`src/hw/rtl/mis_pkg.sv`:
```
//------------------------------------------------------------------------------
// mis_pkg
// Shared constants, types and codes of the maximum independent set search.
//------------------------------------------------------------------------------
package mis_pkg;

   localparam int MaxVertices  = 32;
   localparam int MaskWidth    = MaxVertices;
   localparam int IndexWidth   = (MaxVertices > 1) ? $clog2(MaxVertices) : 1;
   localparam int CountWidth   = 6;
   localparam int EdgeWidth    = 5;
   localparam int OutMaskWidth = 32;

   typedef logic [MaskWidth-1:0]  mask_type;
   typedef logic [CountWidth-1:0] count_type;
   typedef logic [EdgeWidth-1:0]  vert_type;

   typedef enum logic {
      CmdEdge  = 1'b0,
      CmdSolve = 1'b1
   } cmd_type;

   typedef enum logic [1:0] {
      SeqIdle,
      SeqRun,
      SeqDrain,
      SeqHold
   } seq_state_type;

   typedef struct packed {
      logic      valid;
      logic      last;
      logic      conflict;
      count_type size;
      mask_type  cand;
   } stage_type;

   typedef struct packed {
      logic     en;
      logic     clear;
      vert_type u;
      vert_type v;
   } edge_wr_type;

   typedef struct packed {
      logic start;
      logic load;
   } seq_ctrl_type;

   typedef struct packed {
      logic tail_last;
      logic out_free;
   } seq_status_type;

endpackage

```
`src/hw/rtl/mis_req_if.sv`:
```
//------------------------------------------------------------------------------
// mis_req_if
// Request channel: edge and solve items with valid/ready handshake.
//------------------------------------------------------------------------------
interface mis_req_if;
   logic                           valid;
   logic                           ready;
   logic                           cmd;
   logic [mis_pkg::EdgeWidth-1:0]  edge_u;
   logic [mis_pkg::EdgeWidth-1:0]  edge_v;

   modport source (output valid, cmd, edge_u, edge_v, input ready);
   modport sink   (input valid, cmd, edge_u, edge_v, output ready);
endinterface

```
`src/hw/rtl/mis_rsp_if.sv`:
```
//------------------------------------------------------------------------------
// mis_rsp_if
// Response channel: chosen vertex mask and its size with valid/ready handshake.
//------------------------------------------------------------------------------
interface mis_rsp_if;
   logic                              valid;
   logic                              ready;
   logic [mis_pkg::OutMaskWidth-1:0]  best_mask;
   logic [mis_pkg::CountWidth-1:0]    set_size;

   modport source (output valid, best_mask, set_size, input ready);
   modport sink   (input valid, best_mask, set_size, output ready);
endinterface

```
`src/hw/rtl/mis_cell.sv`:
```
//------------------------------------------------------------------------------
// mis_cell
// One vertex cell: holds the vertex's neighbor row and checks one candidate
// per cycle for a conflict on this vertex, then hands it to the next cell.
//------------------------------------------------------------------------------
module mis_cell (
   input  logic                          clock,
   input  logic                          reset,
   input  logic [mis_pkg::IndexWidth-1:0] cell_index,
   input  mis_pkg::edge_wr_type          edge_wr,
   input  mis_pkg::stage_type            stage_i,
   output mis_pkg::stage_type            stage_o
);

   mis_pkg::mask_type  row_ff;
   mis_pkg::mask_type  row_in;
   mis_pkg::stage_type stage_ff;
   mis_pkg::stage_type stage_in;
   logic               take;

   always_comb begin
      row_in = row_ff;
      if (edge_wr.clear) begin
         row_in = '0;
      end else if (edge_wr.en) begin
         if (mis_pkg::CountWidth'(edge_wr.u) == mis_pkg::CountWidth'(cell_index)) begin
            row_in = row_in | (mis_pkg::mask_type'(1) << edge_wr.v);
         end
         if (mis_pkg::CountWidth'(edge_wr.v) == mis_pkg::CountWidth'(cell_index)) begin
            row_in = row_in | (mis_pkg::mask_type'(1) << edge_wr.u);
         end
      end

      take              = stage_i.cand[cell_index];
      stage_in          = stage_i;
      stage_in.conflict = stage_i.conflict | (take & (|(row_ff & stage_i.cand)));
      stage_in.size     = stage_i.size + mis_pkg::CountWidth'(take);
   end

   always_ff @(posedge clock) begin
      if (reset) begin
         row_ff         <= '0;
         stage_ff.valid <= 1'b0;
      end else begin
         row_ff   <= row_in;
         stage_ff <= stage_in;
      end
   end

   assign stage_o = stage_ff;

endmodule

```
`src/hw/rtl/mis_seq.sv`:
```
//------------------------------------------------------------------------------
// mis_seq
// Sequencer: vertex count register, edge routing, subset enumeration into the
// cell chain, and result hand-off once the last subset leaves the chain.
//------------------------------------------------------------------------------
module mis_seq (
   input  logic                           clock,
   input  logic                           reset,
   input  logic                           csr_wr_en,
   input  logic [mis_pkg::CountWidth-1:0] csr_wr_data,
   input  logic                           req_valid,
   input  logic                           req_cmd,
   input  mis_pkg::vert_type              req_u,
   input  mis_pkg::vert_type              req_v,
   output logic                           req_ready,
   input  mis_pkg::seq_status_type        status,
   output mis_pkg::seq_ctrl_type          ctrl,
   output mis_pkg::edge_wr_type           edge_wr,
   output mis_pkg::stage_type             head
);

   mis_pkg::seq_state_type state_ff;
   mis_pkg::seq_state_type state_in;
   mis_pkg::count_type     vcount_ff;
   mis_pkg::count_type     vcount_in;
   mis_pkg::mask_type      cand_ff;
   mis_pkg::mask_type      cand_in;
   mis_pkg::mask_type      all_ff;
   mis_pkg::mask_type      all_in;
   mis_pkg::count_type     n;
   mis_pkg::mask_type      span;
   logic                   in_range;

   always_comb begin
      n = (vcount_ff > mis_pkg::CountWidth'(mis_pkg::MaxVertices))
          ? mis_pkg::CountWidth'(mis_pkg::MaxVertices) : vcount_ff;
      for (int i = 0; i < mis_pkg::MaskWidth; i++) begin
         span[i] = (mis_pkg::CountWidth'(i) < n);
      end
      in_range  = (mis_pkg::CountWidth'(req_u) < n) && (mis_pkg::CountWidth'(req_v) < n);
      vcount_in = csr_wr_en ? csr_wr_data : vcount_ff;
   end

   always_comb begin
      state_in      = state_ff;
      cand_in       = cand_ff;
      all_in        = all_ff;
      req_ready     = 1'b0;
      ctrl          = '0;
      edge_wr       = '0;
      edge_wr.u     = req_u;
      edge_wr.v     = req_v;
      head          = '0;
      head.cand     = cand_ff;

      unique case (state_ff)
         mis_pkg::SeqIdle: begin
            req_ready = 1'b1;
            if (req_valid) begin
               if (req_cmd == mis_pkg::CmdSolve) begin
                  ctrl.start = 1'b1;
                  cand_in    = '0;
                  all_in     = span;
                  state_in   = mis_pkg::SeqRun;
               end else begin
                  edge_wr.en = in_range;
               end
            end
         end
         mis_pkg::SeqRun: begin
            head.valid = 1'b1;
            head.last  = (cand_ff == all_ff);
            cand_in    = cand_ff + mis_pkg::mask_type'(1);
            if (head.last) begin
               state_in = mis_pkg::SeqDrain;
            end
         end
         mis_pkg::SeqDrain: begin
            if (status.tail_last) begin
               if (status.out_free) begin
                  ctrl.load     = 1'b1;
                  edge_wr.clear = 1'b1;
                  state_in      = mis_pkg::SeqIdle;
               end else begin
                  state_in = mis_pkg::SeqHold;
               end
            end
         end
         mis_pkg::SeqHold: begin
            if (status.out_free) begin
               ctrl.load     = 1'b1;
               edge_wr.clear = 1'b1;
               state_in      = mis_pkg::SeqIdle;
            end
         end
         default: begin
            state_in = mis_pkg::SeqIdle;
         end
      endcase
   end

   always_ff @(posedge clock) begin
      if (reset) begin
         state_ff  <= mis_pkg::SeqIdle;
         vcount_ff <= '0;
      end else begin
         state_ff  <= state_in;
         vcount_ff <= vcount_in;
      end
   end

   always_ff @(posedge clock) begin
      cand_ff <= cand_in;
      all_ff  <= all_in;
   end

   a_last_in_drain: assert property (@(posedge clock) disable iff (reset)
      status.tail_last |-> state_ff == mis_pkg::SeqDrain)
      else $error("last subset left the chain outside drain");

   a_head_excl: assert property (@(posedge clock) disable iff (reset)
      head.valid |-> !req_ready)
      else $error("request taken while enumerating");

endmodule

```
`src/hw/rtl/max_independent_set_bruteforce.sv`:
```
//------------------------------------------------------------------------------
// max_independent_set_bruteforce
// Brute-force maximum independent set over a graph loaded by edge items.
//------------------------------------------------------------------------------
// A solve item feeds every subset of the first n vertices (n = the configured
// vertex count, at most 32) into a chain of 32 vertex cells, one subset per
// cycle from the candidate counter. The result is loaded into the output
// register once the last subset leaves the chain, and the next item can be
// taken in the cycle it is presented; if the previous result still waits in
// the output register, the solve holds until that one is taken. The result
// is the first independent subset of largest size in increasing order, after
// which the neighbor rows are cleared. Requests are held off for the whole
// solve.
//------------------------------------------------------------------------------
module max_independent_set_bruteforce (
   input  logic                           clock,
   input  logic                           reset,
   input  logic                           csr_wr_en,
   input  logic [mis_pkg::CountWidth-1:0] csr_wr_data,
   mis_req_if.sink                        req_if,
   mis_rsp_if.source                      rsp_if
);

   mis_pkg::stage_type      chain [0:mis_pkg::MaxVertices];
   mis_pkg::stage_type      tail;
   mis_pkg::edge_wr_type    edge_wr;
   mis_pkg::seq_ctrl_type   ctrl;
   mis_pkg::seq_status_type status;

   mis_pkg::mask_type                 best_mask_ff;
   mis_pkg::mask_type                 best_mask_in;
   mis_pkg::count_type                best_count_ff;
   mis_pkg::count_type                best_count_in;
   logic                              rsp_valid_ff;
   logic [mis_pkg::OutMaskWidth-1:0]  rsp_mask_ff;
   mis_pkg::count_type                rsp_size_ff;

   mis_seq u_seq (
      .clock       (clock),
      .reset       (reset),
      .csr_wr_en   (csr_wr_en),
      .csr_wr_data (csr_wr_data),
      .req_valid   (req_if.valid),
      .req_cmd     (req_if.cmd),
      .req_u       (req_if.edge_u),
      .req_v       (req_if.edge_v),
      .req_ready   (req_if.ready),
      .status      (status),
      .ctrl        (ctrl),
      .edge_wr     (edge_wr),
      .head        (chain[0])
   );

   for (genvar g = 0; g < mis_pkg::MaxVertices; g++) begin : g_cell
      mis_cell u_cell (
         .clock      (clock),
         .reset      (reset),
         .cell_index (mis_pkg::IndexWidth'(g)),
         .edge_wr    (edge_wr),
         .stage_i    (chain[g]),
         .stage_o    (chain[g+1])
      );
   end

   assign tail = chain[mis_pkg::MaxVertices];

   always_comb begin
      best_mask_in  = best_mask_ff;
      best_count_in = best_count_ff;
      if (ctrl.start) begin
         best_mask_in  = '0;
         best_count_in = '0;
      end else if (tail.valid && !tail.conflict && (tail.size > best_count_ff)) begin
         best_mask_in  = tail.cand;
         best_count_in = tail.size;
      end
      status.tail_last = tail.valid & tail.last;
      status.out_free  = !rsp_valid_ff | rsp_if.ready;
   end

   always_ff @(posedge clock) begin
      if (reset) begin
         best_mask_ff  <= '0;
         best_count_ff <= '0;
         rsp_valid_ff  <= 1'b0;
      end else begin
         best_mask_ff  <= best_mask_in;
         best_count_ff <= best_count_in;
         if (ctrl.load) begin
            rsp_valid_ff <= 1'b1;
         end else if (rsp_if.ready) begin
            rsp_valid_ff <= 1'b0;
         end
      end
   end

   always_ff @(posedge clock) begin
      if (ctrl.load) begin
         rsp_mask_ff <= mis_pkg::OutMaskWidth'(best_mask_in);
         rsp_size_ff <= best_count_in;
      end
   end

   assign rsp_if.valid     = rsp_valid_ff;
   assign rsp_if.best_mask = rsp_mask_ff;
   assign rsp_if.set_size  = rsp_size_ff;

   a_load_shows: assert property (@(posedge clock) disable iff (reset)
      ctrl.load |=> rsp_if.valid)
      else $error("loaded item not presented");

   a_tail_size: assert property (@(posedge clock) disable iff (reset)
      tail.valid |-> tail.size == mis_pkg::CountWidth'($countones(tail.cand)))
      else $error("chain size does not match candidate");

   a_best_size: assert property (@(posedge clock) disable iff (reset)
      ctrl.load |-> best_count_in == mis_pkg::CountWidth'($countones(best_mask_in)))
      else $error("best size does not match best mask");

endmodule
```
`src/flat_wrapper.sv`:
```
// flat-port wrapper written by rule: the top's interface ports become plain ports
module max_independent_set_bruteforce_flat 
  (clock, reset, csr_wr_en, csr_wr_data, req_if_valid, req_if_cmd, req_if_edge_u, req_if_edge_v, req_if_ready, rsp_if_valid, rsp_if_best_mask, rsp_if_set_size, rsp_if_ready);
  mis_req_if req_if_i ();
  mis_rsp_if rsp_if_i ();
  input  logic clock;
  input  logic reset;
  input  logic csr_wr_en;
  input  logic [mis_pkg::CountWidth-1:0] csr_wr_data;
  input wire logic [$bits(req_if_i.valid)-1:0] req_if_valid;
  input wire logic [$bits(req_if_i.cmd)-1:0] req_if_cmd;
  input wire logic [$bits(req_if_i.edge_u)-1:0] req_if_edge_u;
  input wire logic [$bits(req_if_i.edge_v)-1:0] req_if_edge_v;
  output wire logic [$bits(req_if_i.ready)-1:0] req_if_ready;
  output wire logic [$bits(rsp_if_i.valid)-1:0] rsp_if_valid;
  output wire logic [$bits(rsp_if_i.best_mask)-1:0] rsp_if_best_mask;
  output wire logic [$bits(rsp_if_i.set_size)-1:0] rsp_if_set_size;
  input wire logic [$bits(rsp_if_i.ready)-1:0] rsp_if_ready;
  assign req_if_i.valid = req_if_valid;
  assign req_if_i.cmd = req_if_cmd;
  assign req_if_i.edge_u = req_if_edge_u;
  assign req_if_i.edge_v = req_if_edge_v;
  assign req_if_ready = req_if_i.ready;
  assign rsp_if_valid = rsp_if_i.valid;
  assign rsp_if_best_mask = rsp_if_i.best_mask;
  assign rsp_if_set_size = rsp_if_i.set_size;
  assign rsp_if_i.ready = rsp_if_ready;
  max_independent_set_bruteforce u_core (.clock(clock), .reset(reset), .csr_wr_en(csr_wr_en), .csr_wr_data(csr_wr_data), .req_if(req_if_i), .rsp_if(rsp_if_i));
endmodule
```
`config.mk`:
```
export PLATFORM = sky130hd
export DESIGN_NAME = max_independent_set_bruteforce_flat
export DESIGN_NICKNAME = d
export VERILOG_FILES = /design/src/hw/rtl/mis_pkg.sv /design/src/hw/rtl/mis_req_if.sv /design/src/hw/rtl/mis_rsp_if.sv /design/src/hw/rtl/mis_cell.sv /design/src/hw/rtl/mis_seq.sv /design/src/hw/rtl/max_independent_set_bruteforce.sv /design/src/flat_wrapper.sv
export SDC_FILE = /design/constraint.sdc
export NUM_CORES = 2
export LEC_CHECK = 0
export BUFFER_PORTS_ARGS = -buffer_cell sky130_fd_sc_hd__buf_4
export CELL_PAD_IN_SITES_DETAIL_PLACEMENT = 1
export CELL_PAD_IN_SITES_GLOBAL_PLACEMENT = 2
export CORE_MARGIN = 2
export CORE_UTILIZATION = 40
export DETAILED_ROUTE_END_ITERATION = 10
export PLACE_DENSITY = 0.7
export REMOVE_ABC_BUFFERS = 1
export SETUP_SLACK_MARGIN = 0.02
export SLEW_MARGIN = 30
export SYNTH_ARGS = -nofsm -noshare
export SYNTH_HDL_FRONTEND = slang
export SYNTH_SLANG_ARGS = --single-unit
export TNS_END_PERCENT = 100
```
`constraint.sdc`:
```
create_clock -name clock -period 34 [get_ports clock]
set_input_delay 6.8 -clock clock [delete_from_list [all_inputs] [get_ports clock]]
set_output_delay 6.8 -clock clock [all_outputs]
set_load 0.1 [all_outputs]
```
## Word level (Yosys, flattened, before mapping)

Index checks and enable logic that the tools add are counted.

| cells by class | value |
|---|---|
| reduce and logical (&&, ||, !) cells | 46 |
| $add $sub $neg | 32 |
| muxes and demuxes | 156 |
| bitwise logic cells | 161 |
| equal/unequal tests | 71 |
| shift operators | 2 |
| magnitude comparators | 36 |

Operator list:

| kind | count |
|---|---|
| $mux 32 | 132 |
| $or 32x32->32 | 64 |
| $and 32x32->32 | 32 |
| $reduce_or 32->1 | 32 |
| $add 6x1->6 | 30 |
| $eq 5x5->1 const B | 32 |
| $lt 5x6->1 const A | 16 |
| $eq 5x4->1 const B | 16 |
| $pmux 32 s2 | 1 |
| $shl 1x5->32 const A | 2 |
| $lt 4x6->1 const A | 8 |
| $eq 5x3->1 const B | 8 |
| $and 1x1->1 | 33 |
| $add 32x1->32 const B | 1 |
| $eq 32x32->1 | 1 |
| $or 1x1->1 | 32 |
| $lt 3x6->1 const A | 4 |
| $eq 5x2->1 const B | 4 |
| $mux 6 | 3 |
| $mux 2 | 7 |
| $lt 1x6->1 const A | 2 |
| $lt 2x6->1 const A | 2 |
| $lt 5x6->1 | 2 |
| $mux 1 | 11 |
| 18 further kinds | 29 |

| word-level totals | value |
|---|---|
| word-level logic and storage cells | 705 |
| flip-flop bits (word level) | 2480 |

## Depth between registers and ports, before layout

| depth | value |
|---|---|
| word-level depth | 11 |
| gate-level depth with buffers | 12 |

## Hierarchy

From an unflattened synthesis, not the netlist that was laid out.

| second synthesis, totals | value |
|---|---|
| cell total of the unflattened synthesis | 11335 |
| area, all modules | 118879.0 um^2 |

Modules (own cells, without submodules):

| module | seq. area each (um^2) | area each (um^2) | cells an instance | instances |
|---|---|---|---|---|
| mis_cell (u_core.g_cell[18].u_cell ...) | 1861.8 | 3488.3 | 337 | 23 |
| mis_cell (u_core.g_cell[0].u_cell ...) | 1861.8 | 3425.8 | 316 | 9 |
| mis_seq | 2082.0 | 4027.6 | 382 | 1 |
| max_independent_set_bruteforce | 1921.8 | 3787.4 | 358 | 1 |

## Worst setup path after synthesis

No wires, ideal clock.

| timing | value |
|---|---|
| path type | input-to-reg |
| start | input reset |
| end | register u_core.g_cell[0].u_cell.stage_ff, in the netlist u_core.g_cell[0].u_cell.stage_o[0] (enable) |
| path slack | 1.039 ns |
| stages | 3 |
| data required time | 32.410 ns |
| setup time | 1.590 ns |
| buffers on the path | 2 |
| arrival time | 31.371 ns |
| path through | clkbuf_1 -> clkbuf_1 -> inv_1 |

RTL lines:

| what | line | RTL |
|---|---|---|
| start, declared | flat_wrapper.sv:7 | `input logic reset;` |
| end signal, assigned | mis_cell.sv:46 | `stage_ff <= stage_in;` |
| end, declared | mis_cell.sv:17 | `mis_pkg::stage_type stage_ff;` |

No word-level cell between the ends.

## Final worst setup path

| timing | value |
|---|---|
| start | input reset |
| end | register u_core.g_cell[22].u_cell.stage_ff, in the netlist u_core.g_cell[22].u_cell.stage_o[21] (enable) |

RTL lines:

| what | line |
|---|---|
| end signal, assigned | mis_cell.sv:46 |
| end, declared | mis_cell.sv:17 |

No word-level cell between the ends.

==> flow_summary.ini <==
[status]
status = completed

[global_routing]
antenna_found_initial = 51
grtUsageTotal_pct = 32.5
grt_pass1_vias = 60800
overflow = 0
grt_pass1_wl_microns = 508000
grt_max_degree = 204

[placement]
place_area_sq_um = 93000
io_buffers = 61
dp_hpwl_microns = 271000
dp_slack_ps = 21820
dp_cells = 9345
gp_congestion = 0.975

[routing]
drc_errors = 0
firstDrtPassIters = 6
via_per_inst = 6.42
vias = 63200
drt_iter0_markers = 9811
wl_microns = 375000
postRouteAntennaNets = 0
wire_per_inst_microns = 38.1

[synth]
synth_top_area_share_pct = 46.0
synth.avg_cell_area_sq_um = 13.5
ys.warnings.count = 0
synth_ff_type = edfxtp_1
synth_top_cell_by_area = edfxtp_1
synth.area.top_cells = edfxtp_1, dfxtp_1, a22oi_1
yosysSeqAreaShare_pct = 70.8
synth.distinct_cells = 56
synth_edf_count = 1366
synthArstFlopShare_pct = 0
synth_cells = 6612
netlist_area_sq_um = 89100
ys_ff_latch = 2469

[floorplanning]
initial_core_util_pct = 40.2
die_w_microns = 476
dieArea_sq_um = 227000
io_pins = 62
fp.dieH_microns = 476
core_sq_um = 222000
std_cell_rows = 173

[worst_hold_path]
min_path_cells = 0
min-delay-start = u_core.g_cell[21].u_cell.stage_o[39]
hold_end = u_core.g_cell[22].u_cell.stage_o[39]
worstHoldPathType = reg2reg

[sta]
rsz0062_at_grt = no
fin_crit_sh_pct = 31.6
drv_slew = 0
timing.final.ws_setup_ps = 23250
timing.hold.ws_ps = 417
tightestPinTransition_ps = 1210
slew_headroom_pct = 19.1
clock-skew-final_ps = 67.9
finalCriticalPeriod_ps = 10750
max_freq_mhz = 93.0
finalSetupViolations = 0
final_hold_viol_count = 0

[clock_tree]
cts_root_buf = clkbuf_16
htreeDepth = 5
cts_buffers = 283
cts.sinks = 2469
cts_hold_buf = 0
worstSkewPairLatency_ps = 940
clkTransAtPathRegs_ps = 60
cts_setup_buffers = 0
cts-resized-gates = 0
cts.path.max_buffers = 4
cts_tree = built

[finish]
post-route-util_pct = 45.9
multiInputGateArea_sq_um = 24400
drive_gt1_share_pct = 10.3
area_delta_synth_final_pct = 14.3
seq_area_sq_um = 63100
nFillCells = 22000
nNetsFinal = 6762
layoutNonFillerInstCount = 9849
final_cell_area_sq_um = 102000

[power_and_ir_drop]
p_per_area_nw_per_um2 = 63.7
cellLeakagePower_nw = 34.3
ir_drop_mv = 0.0542

[setup_path]
end_kind = register
crit_path_cell_trace = buf_4 -> inv_8 -> buf_4 -> buf_4 -> buf_4 -> buf_4
reg2reg_from = u_core.g_cell[31].u_cell.stage_o[40]
crit_arrival_ps = 11290
rr_endpoint = u_core.g_cell[6].u_cell.row_ff[6]
crit_type = in2reg
crit_top_cell = buf_4
slowest_delay_ps = 870
regToRegSetupSlack_ps = 28920
worstPathRequired_ps = 34540
r2r_cells = 9
crit_path_start_kind = primary input
path_buf_inv = 6
critPathTopFamily = buffers and inverters
slowest_stage = buf_4
cp_max_fo = 117

[run]
drv_cap = 0
logic make-up after synthesis:
kind of cell / share of synthesized area, %
flops: 70.8
mux: 0.921
simple gates: 6.24
fa+ha+maj: 1.07
xor+xnor: 1.67
buf+inv: 2.34
compound gates: 17.0
worst max-delay path by stage:
| stage | endpoint | slack [ps] | from | depth (start not counted) |
|---|---|---|---|---|
| floorplan | u_core.g_cell[1].u_cell.row_ff[1] | -8650 | rsp_if_ready | 5 |
| global placement | u_core.g_cell[25].u_cell.stage_o[37] | 22010 | reset | 7 |
| detailed placement | u_core.g_cell[25].u_cell.stage_o[35] | 21820 | reset | 7 |
| CTS | u_core.g_cell[25].u_cell.stage_o[12] | 22790 | reset | 7 |
| global route | u_core.g_cell[25].u_cell.stage_o[12] | 22980 | reset | 7 |
| finish | u_core.g_cell[22].u_cell.stage_o[21] | 23250 | reset | 6 |
state kept, by name, summed over array words and instances (netlist names):
name / count
u_core.best_count_ff: 6
u_core.g_cell.u_cell.row_ff: 1024
u_core.rsp_if.valid: 1
u_core.u_seq.vcount_ff: 6
u_core.best_mask_ff: 32
u_core.u_seq.all_ff: 32
u_core.rsp_if.best_mask: 32
u_core.rsp_if.set_size: 6
u_core.u_seq.cand_ff: 32
u_core.u_seq.state_ff: 2
u_core.g_cell.u_cell.stage_o: 1296
area by class of cell:
class	instances	area share (%)
tap	2975	3.65
sequential	2469	61.9
timing repair buffer	225	1.84
inverter	19	0.0774
clock buffer	407	7.97
antenna	7	0.0172
multi-input combinational	3666	23.9
clock inverter	81	0.576
power by group:
group	switching, mW	total, mW	internal [mW]	leakage, nW
Clock	1.23	2.93	1.71	4.29
Sequential	0.101	3.38	3.28	22.2
Combinational	0.141	0.183	0.0423	7.86
cells in the mapped netlist (all sizes together) (6+ instances only):
cell type	count
a22o	560
nand2b	6
edfxtp	1366
nand4	136
o22ai	277
and3	19
clkbuf	350
a32o	30
a221oi	6
nand2	708
mux2i	82
xnor2	73
and2	6
a21o	35
xor2	97
ha	76
nor2	133
or4	33
nor4	13
a22oi	718
dfxtp	1103
nor3	7
o21ai	455
inv	19
buf	108
nor2b	39
or3b	6
nand3	94
a21oi	14
nand3b	7
worst reg2reg max path, stage by stage (launching register included):
cell and delay, ps:
dfxtp_1 470, a21o_1 310, a31oi_4 170, buf_4 720, o211a_2 400, o21a_4 760
buf_6 720, buf_12 530, buf_16 550, a32o_1 370
metal layers:
layer	share of wire (%)	track usage, %
met5	0.060	0
met4	6.3	17.3
met3	10	7.19
met2	43	48.4
met1	40	44.4
through the flow:
stage	total power, mW	setup TNS [ps]
3_5_place_dp	3.62	0
4_1_cts	6.51	0
3_3_place_gp	3.61	0
5_1_grt	6.65	0
6_report	6.49	0
2_1_floorplan	3.56	-5494810
placed cells by master (no fill, tap or decap), types with 82 or more instances in the layout:
| master | Yosys | routed |
|---|---|---|
| a22o_1 | 560 | 560 |
| o22ai_1 | 277 | 255 |
| nand3_1 | 94 | 93 |
| nor2_1 | 129 | 100 |
| a22oi_1 | 718 | 714 |
| xor2_1 | 97 | 97 |
| edfxtp_1 | 1366 | 1366 |
| clkbuf_16 | 0 | 293 |
| mux2i_1 | 82 | 82 |
| o21ai_0 | 432 | 432 |
| buf_4 | 63 | 194 |
| nand4_1 | 136 | 136 |
| dfxtp_1 | 1103 | 1103 |
| nand2_1 | 708 | 691 |
(Power assumes the default switching activity.)
